**src/hw/rtl/benc_pkg.sv**
```systemverilog
package benc_pkg;

    // configuration register codes
    localparam int unsigned MODE_W     = 2;
    localparam logic [MODE_W-1:0] MODE_B16   = 2'd0;
    localparam logic [MODE_W-1:0] MODE_B32   = 2'd1;
    localparam logic [MODE_W-1:0] MODE_B64   = 2'd2;
    localparam logic [MODE_W-1:0] MODE_RESET = MODE_B64;

    localparam int unsigned BYTE_W   = 8;
    localparam int unsigned HELD_W   = 32;
    localparam int unsigned ACC_W    = 40;
    localparam int unsigned CHAR_W   = 7;
    localparam int unsigned NDATA_W  = 4;
    localparam int unsigned KIDX_W   = 3;
    localparam int unsigned CNT_W    = 3;

    localparam logic [CHAR_W-1:0] PAD_CHAR = 7'h3D;
    localparam logic [CHAR_W-1:0] CH_UP_A  = 7'h41;
    localparam logic [CHAR_W-1:0] CH_LO_A  = 7'h61;
    localparam logic [CHAR_W-1:0] CH_ZERO  = 7'h30;
    localparam logic [CHAR_W-1:0] CH_TWO   = 7'h32;
    localparam logic [CHAR_W-1:0] CH_PLUS  = 7'h2B;
    localparam logic [CHAR_W-1:0] CH_SLASH = 7'h2F;
    localparam logic [CHAR_W-1:0] CH_MIN   = 7'h2B;
    localparam logic [CHAR_W-1:0] CH_MAX   = 7'h7A;

    // group queue sizing
    localparam int unsigned Q_DEPTH = 2;
    localparam int unsigned Q_PTR_W = (Q_DEPTH > 1) ? $clog2(Q_DEPTH) : 1;
    localparam int unsigned Q_CNT_W = $clog2(Q_DEPTH + 1);

    typedef enum logic [1:0] {
        FMT_B16,
        FMT_B32,
        FMT_B64
    } t_fmt;

    // one finished group: bits top-aligned, format and count of data chars
    typedef struct packed {
        logic [ACC_W-1:0]   sh;
        t_fmt               fmt;
        logic [NDATA_W-1:0] ndata;
    } t_group;

    typedef struct packed {
        logic full;
        logic empty;
    } t_qstat;

    function automatic logic [CHAR_W-1:0] enc16(input logic [3:0] v);
        logic [CHAR_W-1:0] w;
        w = {3'b000, v};
        if (v < 4'd10) begin
            enc16 = CH_ZERO + w;
        end else begin
            enc16 = CH_UP_A + w - 7'd10;
        end
    endfunction

    function automatic logic [CHAR_W-1:0] enc32(input logic [4:0] v);
        logic [CHAR_W-1:0] w;
        w = {2'b00, v};
        if (v < 5'd26) begin
            enc32 = CH_UP_A + w;
        end else begin
            enc32 = CH_TWO + w - 7'd26;
        end
    endfunction

    function automatic logic [CHAR_W-1:0] enc64(input logic [5:0] v);
        logic [CHAR_W-1:0] w;
        w = {1'b0, v};
        if (v < 6'd26) begin
            enc64 = CH_UP_A + w;
        end else if (v < 6'd52) begin
            enc64 = CH_LO_A + w - 7'd26;
        end else if (v < 6'd62) begin
            enc64 = CH_ZERO + w - 7'd52;
        end else if (v == 6'd62) begin
            enc64 = CH_PLUS;
        end else begin
            enc64 = CH_SLASH;
        end
    endfunction

endpackage

```
**src/hw/rtl/benc_if.sv**
```systemverilog
// input byte channel
interface benc_in_if;
    logic                         valid;
    logic                         ready;
    logic [benc_pkg::BYTE_W-1:0]  in_byte;
    logic                         end_of_message;

    modport source (output valid, output in_byte, output end_of_message, input ready);
    modport sink   (input valid, input in_byte, input end_of_message, output ready);
endinterface

// output character channel
interface benc_out_if;
    logic                         valid;
    logic                         ready;
    logic [benc_pkg::CHAR_W-1:0]  out_char;
    logic                         last_of_run;

    modport source (output valid, output out_char, output last_of_run, input ready);
    modport sink   (input valid, input out_char, input last_of_run, output ready);
endinterface

```
**src/hw/rtl/base16_32_64_stream_encoder_top.sv**
```systemverilog
// throughput: one byte beat per cycle in while the queue has room, one character beat per
//   cycle out while the sink is ready; the output side sets the sustained rate at two
//   characters per byte in base16, 1.6 in base32 and 1.33 in base64
// a two-entry group queue lets the byte side run on while the character side drains
// reset: synchronous, active low; mode returns to base64, open group, queue and output clear
module base16_32_64_stream_encoder_top (
    input  logic                         i_clk,
    input  logic                         i_rst_n,
    benc_in_if.sink                      i_in,
    benc_out_if.source                   o_out,
    input  logic                         i_cfg_we,
    input  logic [benc_pkg::MODE_W-1:0]  i_cfg_data
);

    // mode register, a write also drops the open partial group in the front
    logic [benc_pkg::MODE_W-1:0] r_mode;

    // front to queue
    logic              q_push;
    benc_pkg::t_group  q_in;

    // queue to back
    logic              q_pop;
    benc_pkg::t_group  q_head;
    benc_pkg::t_qstat  q_stat;

    always_ff @(posedge i_clk) begin
        if (!i_rst_n) begin
            r_mode <= benc_pkg::MODE_RESET;
        end else if (i_cfg_we) begin
            r_mode <= i_cfg_data;
        end
    end

    // front: collects bytes, closes groups on fill or end of message
    benc_front u_front (
        .i_clk   (i_clk),
        .i_rst_n (i_rst_n),
        .i_in    (i_in),
        .i_mode  (r_mode),
        .i_cfg_we(i_cfg_we),
        .i_qstat (q_stat),
        .o_push  (q_push),
        .o_group (q_in)
    );

    // short queue of closed groups
    benc_queue u_queue (
        .i_clk   (i_clk),
        .i_rst_n (i_rst_n),
        .i_push  (q_push),
        .i_group (q_in),
        .i_pop   (q_pop),
        .o_head  (q_head),
        .o_qstat (q_stat)
    );

    // back: one character per beat from a shifting group word, pads at the tail
    benc_back u_back (
        .i_clk   (i_clk),
        .i_rst_n (i_rst_n),
        .i_head  (q_head),
        .i_qstat (q_stat),
        .o_pop   (q_pop),
        .o_out   (o_out)
    );

    // no push into a full queue
    a_no_overflow: assert property (@(posedge i_clk) disable iff (!i_rst_n)
        q_push |-> !q_stat.full)
        else $error("group pushed into full queue");

    // no pop from an empty queue
    a_no_underflow: assert property (@(posedge i_clk) disable iff (!i_rst_n)
        q_pop |-> !q_stat.empty)
        else $error("group popped from empty queue");

    // every character beat is a printable alphabet code or pad
    a_char_range: assert property (@(posedge i_clk) disable iff (!i_rst_n)
        o_out.valid |-> (o_out.out_char >= benc_pkg::CH_MIN) &&
                        (o_out.out_char <= benc_pkg::CH_MAX))
        else $error("character out of alphabet range");

    // output is empty right after reset
    a_reset_clear: assert property (@(posedge i_clk)
        !i_rst_n |=> !o_out.valid)
        else $error("output valid after reset");

endmodule

```
**src/hw/rtl/benc_front.sv**
```systemverilog
module benc_front (
    input  logic                          i_clk,
    input  logic                          i_rst_n,
    benc_in_if.sink                       i_in,
    input  logic [benc_pkg::MODE_W-1:0]   i_mode,
    input  logic                          i_cfg_we,
    input  benc_pkg::t_qstat              i_qstat,
    output logic                          o_push,
    output benc_pkg::t_group              o_group
);

    logic [benc_pkg::HELD_W-1:0] r_held, n_held;
    logic [benc_pkg::CNT_W-1:0]  r_count, n_count;

    benc_pkg::t_fmt              fmt;
    logic [benc_pkg::CNT_W-1:0]  group;
    logic [benc_pkg::CNT_W-1:0]  count;
    logic [benc_pkg::CNT_W-1:0]  gap;
    logic [benc_pkg::ACC_W-1:0]  acc;
    logic [benc_pkg::ACC_W-1:0]  aligned;
    logic                        accept;
    logic                        done;

    always_comb begin
        case (i_mode)
            benc_pkg::MODE_B16: begin
                fmt   = benc_pkg::FMT_B16;
                group = 3'd1;
            end
            benc_pkg::MODE_B32: begin
                fmt   = benc_pkg::FMT_B32;
                group = 3'd5;
            end
            default: begin
                fmt   = benc_pkg::FMT_B64;
                group = 3'd3;
            end
        endcase
    end

    assign i_in.ready = !i_qstat.full;
    assign accept     = i_in.valid && i_in.ready;
    assign count      = r_count + 3'd1;
    assign done       = (count >= group) || i_in.end_of_message;
    assign gap        = group - count;
    assign acc        = {r_held, i_in.in_byte};

    // zero-fill the missing bytes of a short group
    always_comb begin
        case (gap)
            3'd0:    aligned = acc;
            3'd1:    aligned = {acc[31:0], 8'h00};
            3'd2:    aligned = {acc[23:0], 16'h0000};
            3'd3:    aligned = {acc[15:0], 24'h000000};
            default: aligned = {acc[7:0], 32'h00000000};
        endcase
    end

    always_comb begin
        o_group.fmt = fmt;
        case (fmt)
            benc_pkg::FMT_B16: begin
                o_group.sh    = {i_in.in_byte, 32'h00000000};
                o_group.ndata = 4'd2;
            end
            benc_pkg::FMT_B32: begin
                o_group.sh = aligned;
                case (count)
                    3'd1:    o_group.ndata = 4'd2;
                    3'd2:    o_group.ndata = 4'd4;
                    3'd3:    o_group.ndata = 4'd5;
                    3'd4:    o_group.ndata = 4'd7;
                    default: o_group.ndata = 4'd8;
                endcase
            end
            default: begin
                o_group.sh = {aligned[23:0], 16'h0000};
                case (count)
                    3'd1:    o_group.ndata = 4'd2;
                    3'd2:    o_group.ndata = 4'd3;
                    default: o_group.ndata = 4'd4;
                endcase
            end
        endcase
    end

    assign o_push = accept && done;

    always_comb begin
        n_held  = r_held;
        n_count = r_count;
        if (i_cfg_we) begin
            n_held  = '0;
            n_count = '0;
        end else if (accept) begin
            if (done) begin
                n_held  = '0;
                n_count = '0;
            end else begin
                n_held  = {r_held[23:0], i_in.in_byte};
                n_count = count;
            end
        end
    end

    always_ff @(posedge i_clk) begin
        if (!i_rst_n) begin
            r_held  <= '0;
            r_count <= '0;
        end else begin
            r_held  <= n_held;
            r_count <= n_count;
        end
    end

endmodule

```
**src/hw/rtl/benc_queue.sv**
```systemverilog
module benc_queue (
    input  logic              i_clk,
    input  logic              i_rst_n,
    input  logic              i_push,
    input  benc_pkg::t_group  i_group,
    input  logic              i_pop,
    output benc_pkg::t_group  o_head,
    output benc_pkg::t_qstat  o_qstat
);

    benc_pkg::t_group                   r_mem [benc_pkg::Q_DEPTH];
    logic [benc_pkg::Q_PTR_W-1:0]       r_wp, n_wp;
    logic [benc_pkg::Q_PTR_W-1:0]       r_rp, n_rp;
    logic [benc_pkg::Q_CNT_W-1:0]       r_cnt, n_cnt;

    function automatic logic [benc_pkg::Q_PTR_W-1:0] ptr_inc(
        input logic [benc_pkg::Q_PTR_W-1:0] p
    );
        if (p == benc_pkg::Q_PTR_W'(benc_pkg::Q_DEPTH - 1)) begin
            ptr_inc = '0;
        end else begin
            ptr_inc = p + 1'b1;
        end
    endfunction

    assign o_head        = r_mem[r_rp];
    assign o_qstat.full  = (r_cnt == benc_pkg::Q_CNT_W'(benc_pkg::Q_DEPTH));
    assign o_qstat.empty = (r_cnt == '0);

    always_comb begin
        n_wp  = i_push ? ptr_inc(r_wp) : r_wp;
        n_rp  = i_pop ? ptr_inc(r_rp) : r_rp;
        n_cnt = r_cnt;
        if (i_push && !i_pop) begin
            n_cnt = r_cnt + 1'b1;
        end else if (!i_push && i_pop) begin
            n_cnt = r_cnt - 1'b1;
        end
    end

    always_ff @(posedge i_clk) begin
        if (!i_rst_n) begin
            r_wp  <= '0;
            r_rp  <= '0;
            r_cnt <= '0;
        end else begin
            r_wp  <= n_wp;
            r_rp  <= n_rp;
            r_cnt <= n_cnt;
        end
    end

    always_ff @(posedge i_clk) begin
        if (i_push) begin
            r_mem[r_wp] <= i_group;
        end
    end

endmodule

```
**src/hw/rtl/benc_back.sv**
```systemverilog
module benc_back (
    input  logic              i_clk,
    input  logic              i_rst_n,
    input  benc_pkg::t_group  i_head,
    input  benc_pkg::t_qstat  i_qstat,
    output logic              o_pop,
    benc_out_if.source        o_out
);

    logic                                r_busy, n_busy;
    logic [benc_pkg::ACC_W-1:0]          r_sh, n_sh;
    benc_pkg::t_fmt                      r_fmt, n_fmt;
    logic [benc_pkg::NDATA_W-1:0]        r_ndata, n_ndata;
    logic [benc_pkg::KIDX_W-1:0]         r_k, n_k;
    logic                                r_out_valid, n_out_valid;
    logic [benc_pkg::CHAR_W-1:0]         r_out_char, n_out_char;
    logic                                r_out_last, n_out_last;

    logic                                load;
    logic                                is_last;
    logic [benc_pkg::KIDX_W-1:0]         last_k;
    logic [benc_pkg::CHAR_W-1:0]         data_char;
    logic [benc_pkg::ACC_W-1:0]          sh_next;

    always_comb begin
        case (r_fmt)
            benc_pkg::FMT_B16: begin
                last_k    = 3'd1;
                data_char = benc_pkg::enc16(r_sh[39:36]);
                sh_next   = {r_sh[35:0], 4'h0};
            end
            benc_pkg::FMT_B32: begin
                last_k    = 3'd7;
                data_char = benc_pkg::enc32(r_sh[39:35]);
                sh_next   = {r_sh[34:0], 5'h00};
            end
            default: begin
                last_k    = 3'd3;
                data_char = benc_pkg::enc64(r_sh[39:34]);
                sh_next   = {r_sh[33:0], 6'h00};
            end
        endcase
    end

    assign is_last = (r_k == last_k);
    assign load    = r_busy && (!r_out_valid || o_out.ready);
    assign o_pop   = !i_qstat.empty && (!r_busy || (load && is_last));

    always_comb begin
        n_busy  = r_busy;
        n_sh    = r_sh;
        n_fmt   = r_fmt;
        n_ndata = r_ndata;
        n_k     = r_k;
        if (o_pop) begin
            n_busy  = 1'b1;
            n_sh    = i_head.sh;
            n_fmt   = i_head.fmt;
            n_ndata = i_head.ndata;
            n_k     = '0;
        end else if (load) begin
            n_sh = sh_next;
            n_k  = r_k + 1'b1;
            if (is_last) begin
                n_busy = 1'b0;
            end
        end
    end

    always_comb begin
        n_out_valid = r_out_valid;
        n_out_char  = r_out_char;
        n_out_last  = r_out_last;
        if (load) begin
            n_out_valid = 1'b1;
            n_out_char  = ({1'b0, r_k} >= r_ndata) ? benc_pkg::PAD_CHAR : data_char;
            n_out_last  = is_last;
        end else if (o_out.ready) begin
            n_out_valid = 1'b0;
        end
    end

    assign o_out.valid       = r_out_valid;
    assign o_out.out_char    = r_out_char;
    assign o_out.last_of_run = r_out_last;

    always_ff @(posedge i_clk) begin
        if (!i_rst_n) begin
            r_busy      <= 1'b0;
            r_out_valid <= 1'b0;
        end else begin
            r_busy      <= n_busy;
            r_out_valid <= n_out_valid;
        end
    end

    always_ff @(posedge i_clk) begin
        r_sh       <= n_sh;
        r_fmt      <= n_fmt;
        r_ndata    <= n_ndata;
        r_k        <= n_k;
        r_out_char <= n_out_char;
        r_out_last <= n_out_last;
    end

endmodule
```
**src/flat_wrapper.sv**
```systemverilog
// flat-port wrapper written by rule: the top's interface ports become plain ports
module base16_32_64_stream_encoder_top_flat 
  (i_clk, i_rst_n, i_cfg_we, i_cfg_data, i_in_valid, i_in_in_byte, i_in_end_of_message, i_in_ready, o_out_valid, o_out_out_char, o_out_last_of_run, o_out_ready);
  benc_in_if i_in_i ();
  benc_out_if o_out_i ();
  input  logic i_clk;
  input  logic i_rst_n;
  input  logic i_cfg_we;
  input  logic [benc_pkg::MODE_W-1:0] i_cfg_data;
  input wire logic [$bits(i_in_i.valid)-1:0] i_in_valid;
  input wire logic [$bits(i_in_i.in_byte)-1:0] i_in_in_byte;
  input wire logic [$bits(i_in_i.end_of_message)-1:0] i_in_end_of_message;
  output wire logic [$bits(i_in_i.ready)-1:0] i_in_ready;
  output wire logic [$bits(o_out_i.valid)-1:0] o_out_valid;
  output wire logic [$bits(o_out_i.out_char)-1:0] o_out_out_char;
  output wire logic [$bits(o_out_i.last_of_run)-1:0] o_out_last_of_run;
  input wire logic [$bits(o_out_i.ready)-1:0] o_out_ready;
  assign i_in_i.valid = i_in_valid;
  assign i_in_i.in_byte = i_in_in_byte;
  assign i_in_i.end_of_message = i_in_end_of_message;
  assign i_in_ready = i_in_i.ready;
  assign o_out_valid = o_out_i.valid;
  assign o_out_out_char = o_out_i.out_char;
  assign o_out_last_of_run = o_out_i.last_of_run;
  assign o_out_i.ready = o_out_ready;
  base16_32_64_stream_encoder_top u_core (.i_clk(i_clk), .i_rst_n(i_rst_n), .i_in(i_in_i), .o_out(o_out_i), .i_cfg_we(i_cfg_we), .i_cfg_data(i_cfg_data));
endmodule
```
**config.mk**
```make
export PLATFORM = sky130hd
export DESIGN_NAME = base16_32_64_stream_encoder_top_flat
export DESIGN_NICKNAME = d
export VERILOG_FILES = /design/src/hw/rtl/benc_pkg.sv /design/src/hw/rtl/benc_if.sv /design/src/hw/rtl/base16_32_64_stream_encoder_top.sv /design/src/hw/rtl/benc_front.sv /design/src/hw/rtl/benc_queue.sv /design/src/hw/rtl/benc_back.sv /design/src/flat_wrapper.sv
export SDC_FILE = /design/constraint.sdc
export NUM_CORES = 1
export LEC_CHECK = 0
export BUFFER_PORTS_ARGS = -buffer_cell sky130_fd_sc_hd__buf_2
export CAP_MARGIN = 10
export CORE_ASPECT_RATIO = 0.75
export CORE_UTILIZATION = 65
export DETAILED_ROUTE_END_ITERATION = 6
export GPL_TIMING_DRIVEN = 1
export PLACE_DENSITY = 0.83
export SYNTH_ARGS = -nofsm -noshare
export SYNTH_HDL_FRONTEND = slang
export SYNTH_SLANG_ARGS = --single-unit
```
**constraint.sdc**
```tcl
create_clock -name i_clk -period 12.21 [get_ports i_clk]
set_input_delay 3.0525 -clock i_clk [delete_from_list [all_inputs] [get_ports i_clk]]
set_output_delay 3.0525 -clock i_clk [all_outputs]
set_load 0.03 [all_outputs]
```
# After elaboration in Yosys (flattened, before gate mapping)
# Memory sizes are Yosys's and may differ from the RTL's. A register that Yosys moved wholly into a read port is not among the register bits.
# Index checks and enable logic that the tools add are counted.
[totals]
register_bits = 100
latchBits = 0
ramBits = 92
rom_bits = 0
inputBits = 16
output_inout_bits = 10
wordCells = 114
n_memories = 1
[memory_table]
columns = ["name", "depth", "width", "read_ports", "rd_ports_with_merged_regs", "wr", "line", "text"]
rows = [
  ["u_core.u_queue.r_mem", 2, 46, 1, 1, 1, "benc_queue.sv:11", "benc_pkg::t_group r_mem [benc_pkg::Q_DEPTH];"],
]
[classes]
add_sub_neg = 18
multipliers = 0
div_mod_pow = 0
n_lt_le_gt_ge = 7
n_eq_ne = 13
shift = 0
muxes = 33
n_bitwise = 1
reduce_logical = 27
[op_table]
columns = ["cell", "count"]
rows = [
  ["one-hot mux 40 bit (2 select lines)", 2],
  ["one-hot mux 40 bit (4 select lines)", 1],
  ["two-way mux 40 bit", 2],
  ["two-way mux 7 bit", 5],
  ["two-way mux 32 bit", 1],
  ["one-hot mux 3 bit (2 select lines)", 3],
  ["one-hot mux 4 bit (4 select lines)", 1],
  ["adder 7 x 6 -> 7 bit, first input constant", 2],
  ["one-hot mux 7 bit (2 select lines)", 1],
  ["subtractor 7 x 5 -> 7 bit, second input constant", 2],
  ["== test 3 x 2 -> 1 bit, second input constant", 4],
  ["less-than comparator 6 bit, second input constant", 2],
  ["two-way mux 1 bit", 11],
  ["logical NOT 2 bit", 4],
  ["one-hot mux 4 bit (2 select lines)", 1],
  ["nonzero test 2 bit", 4],
  ["adder 6 x 4 -> 7 bit, first input constant", 1],
  ["adder 6 x 5 -> 7 bit, first input constant", 1],
  ["adder 6 x 6 -> 7 bit, first input constant", 1],
  ["adder 7 x 4 -> 7 bit, first input constant", 1],
  ["adder 7 x 5 -> 7 bit, first input constant", 1],
  ["logical AND 1 bit", 7],
  ["subtractor 7 x 4 -> 7 bit, second input constant", 1],
  ["subtractor 7 x 6 -> 7 bit, second input constant", 1],
  ["25 further kinds", 39],
]

# Longest topological paths before layout
[logic_depth]
word_depth = 9
depth_mapped = 12
depth_no_buf = 10

# Cells and area by module
# A second synthesis with hierarchy kept.
[hier_totals]
hier_cells = 974
hier_area_um2 = 10179.8
[by_module_without_submodules]
columns = ["module", "instances", "cells_per_inst", "area_each_um2", "seq_area_each_um2"]
rows = [
  ["benc_back", 1, 429, 3900.0, 1721.7],
  ["benc_queue", 1, 165, 3549.7, 2862.7],
  ["benc_front", 1, 374, 2660.1, 700.7],
  ["base16_32_64_stream_encoder_top", 1, 6, 70.1, 40.0],
]

# Worst setup path before layout
# Ideal clock, no wire load.
[synth_path]
path_kind = "input-to-reg"
start = "in i_in_valid"
end = "mem u_core.u_queue.r_mem[0][0] (netlist bit) (enable)"
setup_ns = 0.456
t_arrival_ns = 5.563
required_time_ns = 11.754
path_slack_ns = 6.191
stages = 3
path_buffers = 0
cell_sequence = "nand2_1 > a21oi_1 > nor2b_1"
[synth_via]
elab_chain_cells = 4
[synth_lines]
columns = ["item", "line", "text"]
rows = [
  ["from (decl)", "flat_wrapper.sv:10", "input wire logic [$bits(i_in_i.valid)-1:0] i_in_valid;"],
  ["logical AND 1 bit", "benc_front.sv:42", "assign accept = i_in.valid && i_in.ready;"],
  ["logical AND 1 bit", "benc_front.sv:87", "assign o_push = accept && done;"],
  ["two-way mux 1 bit", "benc_queue.sv:54", "if (i_push) begin"],
  ["two-way mux 1 bit (implied by the code)", "benc_queue.sv:55", "r_mem[r_wp] <= i_group;"],
  ["to (decl)", "benc_queue.sv:11", ""],
]
# Every way passes these cells.

# Worst setup path after layout
[layout_path]
start = "in i_in_valid"
end = "mem u_core.u_queue.r_mem[0][22] (netlist bit) (enable)"
# The elaborated chain is that of the path after synthesis.

==> impl_results.md <==
- Status: completed
- Number of antenna diodes: 0
- Area share of xor/xnor cells in the synthesized design: 0.01586
- DRC marker count from the first detailed-route iteration: 939
- Number of warnings reported in the yosys synthesis log: 0
- Hold Vio Cnt, Final: 0
- Post-synthesis sequential element count: 193
- Total power divided by cell area: 239.5 nW/um^2
- Transition time at the pin with the least slew margin: 1.205 ns
- Number of detailed-routing iterations run before antenna repair: 6
- Latest clock arrival within the worst-skew pair: 0.43 ns
- # resized after CTS: 0
- RSZ-0062 raised after global routing: no
- Vias in the first global route: 6323
- # Post-CTS Setup Buffers: 0
- Final global-route overflow total: 0
- Cell type with the largest total area after synthesis: sky130_fd_sc_hd__edfxtp_1
- Hold buffer count at cts: 0
- Post-layout nets: 937
- Highest routed metal layer: met4
- Async set-or-reset flop fraction in the synthesized netlist: 0
- Largest family of logic cells by synthesized area: compound AO/OA/AOI/OAI gates
- Gpl congestion: 0.8951
- Detailed-route DRC error count: 0
- Die area: 15800 um^2
- Top post-synthesis cells by area: sky130_fd_sc_hd__edfxtp_1 (44%), sky130_fd_sc_hd__dfxtp_1 (9.5%), sky130_fd_sc_hd__mux2i_1 (8.6%)
- Mux share of post-synthesis cell area: 0.1184
- Total met3 wirelength after detailed routing: 1.744 mm
- Crit path max fanout: 42
- Clock tree from TritonCTS: done
- Chain of cells forming the critical path: buf_2 > nand2_1 > a21oi_1 > nor2b_4 > buf_4
- Post-route fraction of the period consumed by the critical path: 0.4200
- Gate count of the mapped netlist: 908
- Adder-Cell Fraction of Synth Area: 0.03322
- Met1 layer wirelength in the final routing: 9.862 mm
- Post-layout utilization of the core: 0.7232
- Sinks on Clock Net: 193
- Compound-cell area share of the yosys netlist: 0.1510
- Maximum clock frequency: 195.0 MHz
- Routed length on met2: 9.264 mm
- Fin Clk Skew: 0.008477 ns
- Combined area of the multi-input logic cells: 4237 um^2
- Final setup fails: 0
- Initial antenna violation count: 0
- Endpoint type of the worst setup path: flop
- Part of the Yosys area used for sequential elements: 0.5355
- Tightest slew margin relative to the limit: 0.1967
- Root buffer selected by CTS: sky130_fd_sc_hd__clkbuf_16
- Max-slew violation count: 0
- Total I/O pin count: 26
- Total Negative Setup Slacks: 0 ns
- Number of nets produced by synthesis: 949
- Cell type of the slowest stage on the worst timing path: sky130_fd_sc_hd__a21oi_1
- Total of max-cap violations: 0
- CTS buffer count: 17
- Leakage power figure: 3.649 nW
- Hold/Removal Path Class: flop to flop
- Top_reg_cell synth: sky130_fd_sc_hd__edfxtp_1
- Clock period minus final worst setup slack: 5.128 ns
- Total detailed-routing wirelength: 21.15 mm
- Kind of critical path: input pin to flop
- Simple-gate portion of the synthesized area: 0.1067
- Vias per inst: 6.286
- Maximum level of the CTS H-tree: 4
- Share of cells above drive strength 1: 0.1278
- Proportion of netlist area held by the largest area contributor: 0.4409
- Worst setup SP type: input pin
- Area used by sequential logic in the layout: 5326 um^2
- Clock buffer depth: 2
- Total via count after detailed routing: 6965
- Worst path required time: 12.27 ns
- Post-Syn Area: 9943 um^2
- X dimension of the die: 144.8 um
- Core Box Area: 14690 um^2
- Maximum single-stage delay on the critical path: 0.63 ns
- Placement Rows: 38
- Count of nets left with antenna violations after detail routing: 0
- Overall die height: 109.1 um
- Worst endpoint data arrival time: 5.19 ns
- Number of enable-type register cells in the synthesized netlist: 146
- Non-filler instance count after layout: 1108
- Average routed wire per standard cell: 19.09 um
- IO buf count: 25
- Synthesis-to-layout area growth: 6.858%
- Post-detail-place hpwl: 14.26 mm
- Peak ir drop on the vdd network: 0.1858 mV
- Distinct cell type count of the synthesized netlist: 52
- Dpl cells: 1076
- Clock-pin slew reported for the worst setup and hold paths after clock tree synthesis: 0.06 ns
- Largest net degree at the start of global routing: 77
- Average cell area after synthesis: 10.95 um^2
- Effective utilization at floorplan: 0.6768
- Fill cell instance count of the final layout: 1019
- Wire length of the first global-routing pass: 33.29 mm
- Total Routing Usage GR: 0.2834
stage by stage:
| step | hold slack (ns) | worst slack [ns] | cell area [um^2] | power (W) |
|---|---|---|---|---|
| floorplan | 0.4338 | 6.191 | 9943 | 0.001821 |
| global placement | 0.4403 | 6.810 | 10090 | 0.001994 |
| detailed placement | 0.4477 | 6.728 | 10090 | 0.002040 |
| CTS | 0.4572 | 7.093 | 10620 | 0.002546 |
| global route | 0.4842 | 6.767 | 10630 | 0.002688 |
| finish | 0.4550 | 7.082 | 10630 | 0.002544 |
path summary, 6_finish.rpt:
path                                          start                                     end  slack, ns  cells after the start
min          u_core.u_front.r_held[31]$_SDFFE_PP0P_  u_core.u_front.r_held[31]$_SDFFE_PP0P_       0.45                      2
min reg2reg  u_core.u_front.r_held[31]$_SDFFE_PP0P_  u_core.u_front.r_held[31]$_SDFFE_PP0P_       0.45                      2
max reg2reg  u_core.u_front.r_count[0]$_SDFFE_PP0P_   u_core.u_queue.r_mem[1][24]$_DFFE_PP_       8.55                      7
max                                      i_in_valid   u_core.u_queue.r_mem[0][22]$_DFFE_PP_       7.08                      5
cells in the final DEF (no fill, tap or decap), types with 24 or more instances in the layout:
cell type and instances:
sky130_fd_sc_hd__o21ai_0 46, sky130_fd_sc_hd__o211ai_1 31, sky130_fd_sc_hd__mux2_2 29, sky130_fd_sc_hd__dfxtp_1 46, sky130_fd_sc_hd__mux2i_1 85, sky130_fd_sc_hd__a21oi_1 43
sky130_fd_sc_hd__buf_2 26, sky130_fd_sc_hd__ha_1 24, sky130_fd_sc_hd__nor2_1 38, sky130_fd_sc_hd__nand2_1 144, sky130_fd_sc_hd__edfxtp_1 146
state kept, by name, summed over array words and instances (netlist names), named ones only:
signal / flops
u_core.r_mode: 2
u_core.u_back.o_out.last_of_run: 1
u_core.u_back.o_out.out_char: 7
u_core.u_back.o_out.valid: 1
u_core.u_back.r_busy: 1
u_core.u_back.r_fmt: 2
u_core.u_back.r_k: 3
u_core.u_back.r_ndata: 4
u_core.u_back.r_sh: 40
u_core.u_front.r_count: 3
u_core.u_front.r_held: 32
u_core.u_queue.r_cnt: 2
u_core.u_queue.r_mem: 92
u_core.u_queue.r_rp: 1
u_core.u_queue.r_wp: 1
layout make-up:
| class | instances | area share |
|---|---|---|
| clock buffer | 19 | 0.04074 |
| clock inverter | 12 | 0.008950 |
| inverter | 23 | 0.008125 |
| multi-input combinational | 626 | 0.3987 |
| tap | 200 | 0.02355 |
| sequential | 193 | 0.5013 |
| timing repair buffer | 35 | 0.01861 |
synth_stat cells (8+ instances only):
cell / instances
sky130_fd_sc_hd__nor2b_1: 8
sky130_fd_sc_hd__clkbuf_1: 44
sky130_fd_sc_hd__mux2_2: 29
sky130_fd_sc_hd__ha_1: 24
sky130_fd_sc_hd__buf_2: 9
sky130_fd_sc_hd__and2_1: 14
sky130_fd_sc_hd__xnor2_1: 13
sky130_fd_sc_hd__nor2_1: 38
sky130_fd_sc_hd__nand2_1: 144
sky130_fd_sc_hd__o211ai_1: 31
sky130_fd_sc_hd__o21ai_0: 46
sky130_fd_sc_hd__mux2i_1: 85
sky130_fd_sc_hd__a222oi_1: 8
sky130_fd_sc_hd__nand3_1: 10
sky130_fd_sc_hd__inv_1: 21
sky130_fd_sc_hd__dfxtp_1: 47
sky130_fd_sc_hd__edfxtp_1: 146
sky130_fd_sc_hd__o22ai_1: 13
sky130_fd_sc_hd__o211ai_2: 17
sky130_fd_sc_hd__nor3_1: 10
sky130_fd_sc_hd__a31oi_1: 9
sky130_fd_sc_hd__o21ai_1: 21
sky130_fd_sc_hd__a21oi_1: 43
sky130_fd_sc_hd__a221oi_1: 9
power by group:
group,internal [W],switching [W],total (W)
Combinational,0.000362,0.000617,0.000979
Sequential,0.000940,0.000119,0.00106
Clock,0.000276,0.000230,0.000506
Total,0.00158,0.000966,0.00254
critical path: cells and delay by family:
kind | cells | cell delay (ns)
AOI/OAI and AO/OA | 1 | 0.63
buffers and inverters | 2 | 0.56
and+or+nand+nor | 2 | 0.90
routing by layer:
metal  vias up  GRT usage
met4         0    0.08722
met1      3337     0.4246
met3        18    0.05929
met2       291     0.4117
met5         -          0
li1       3319          -
cell families after synthesis:
logic type	after synthesis
AOI/OAI and AO/OA	223
xor gates and xnor gates	18
adders and majority gates	26
buffers and inverters	89
DFF	193
muxes	114
and+or+nand+nor	245
(Power assumes the default switching activity.)
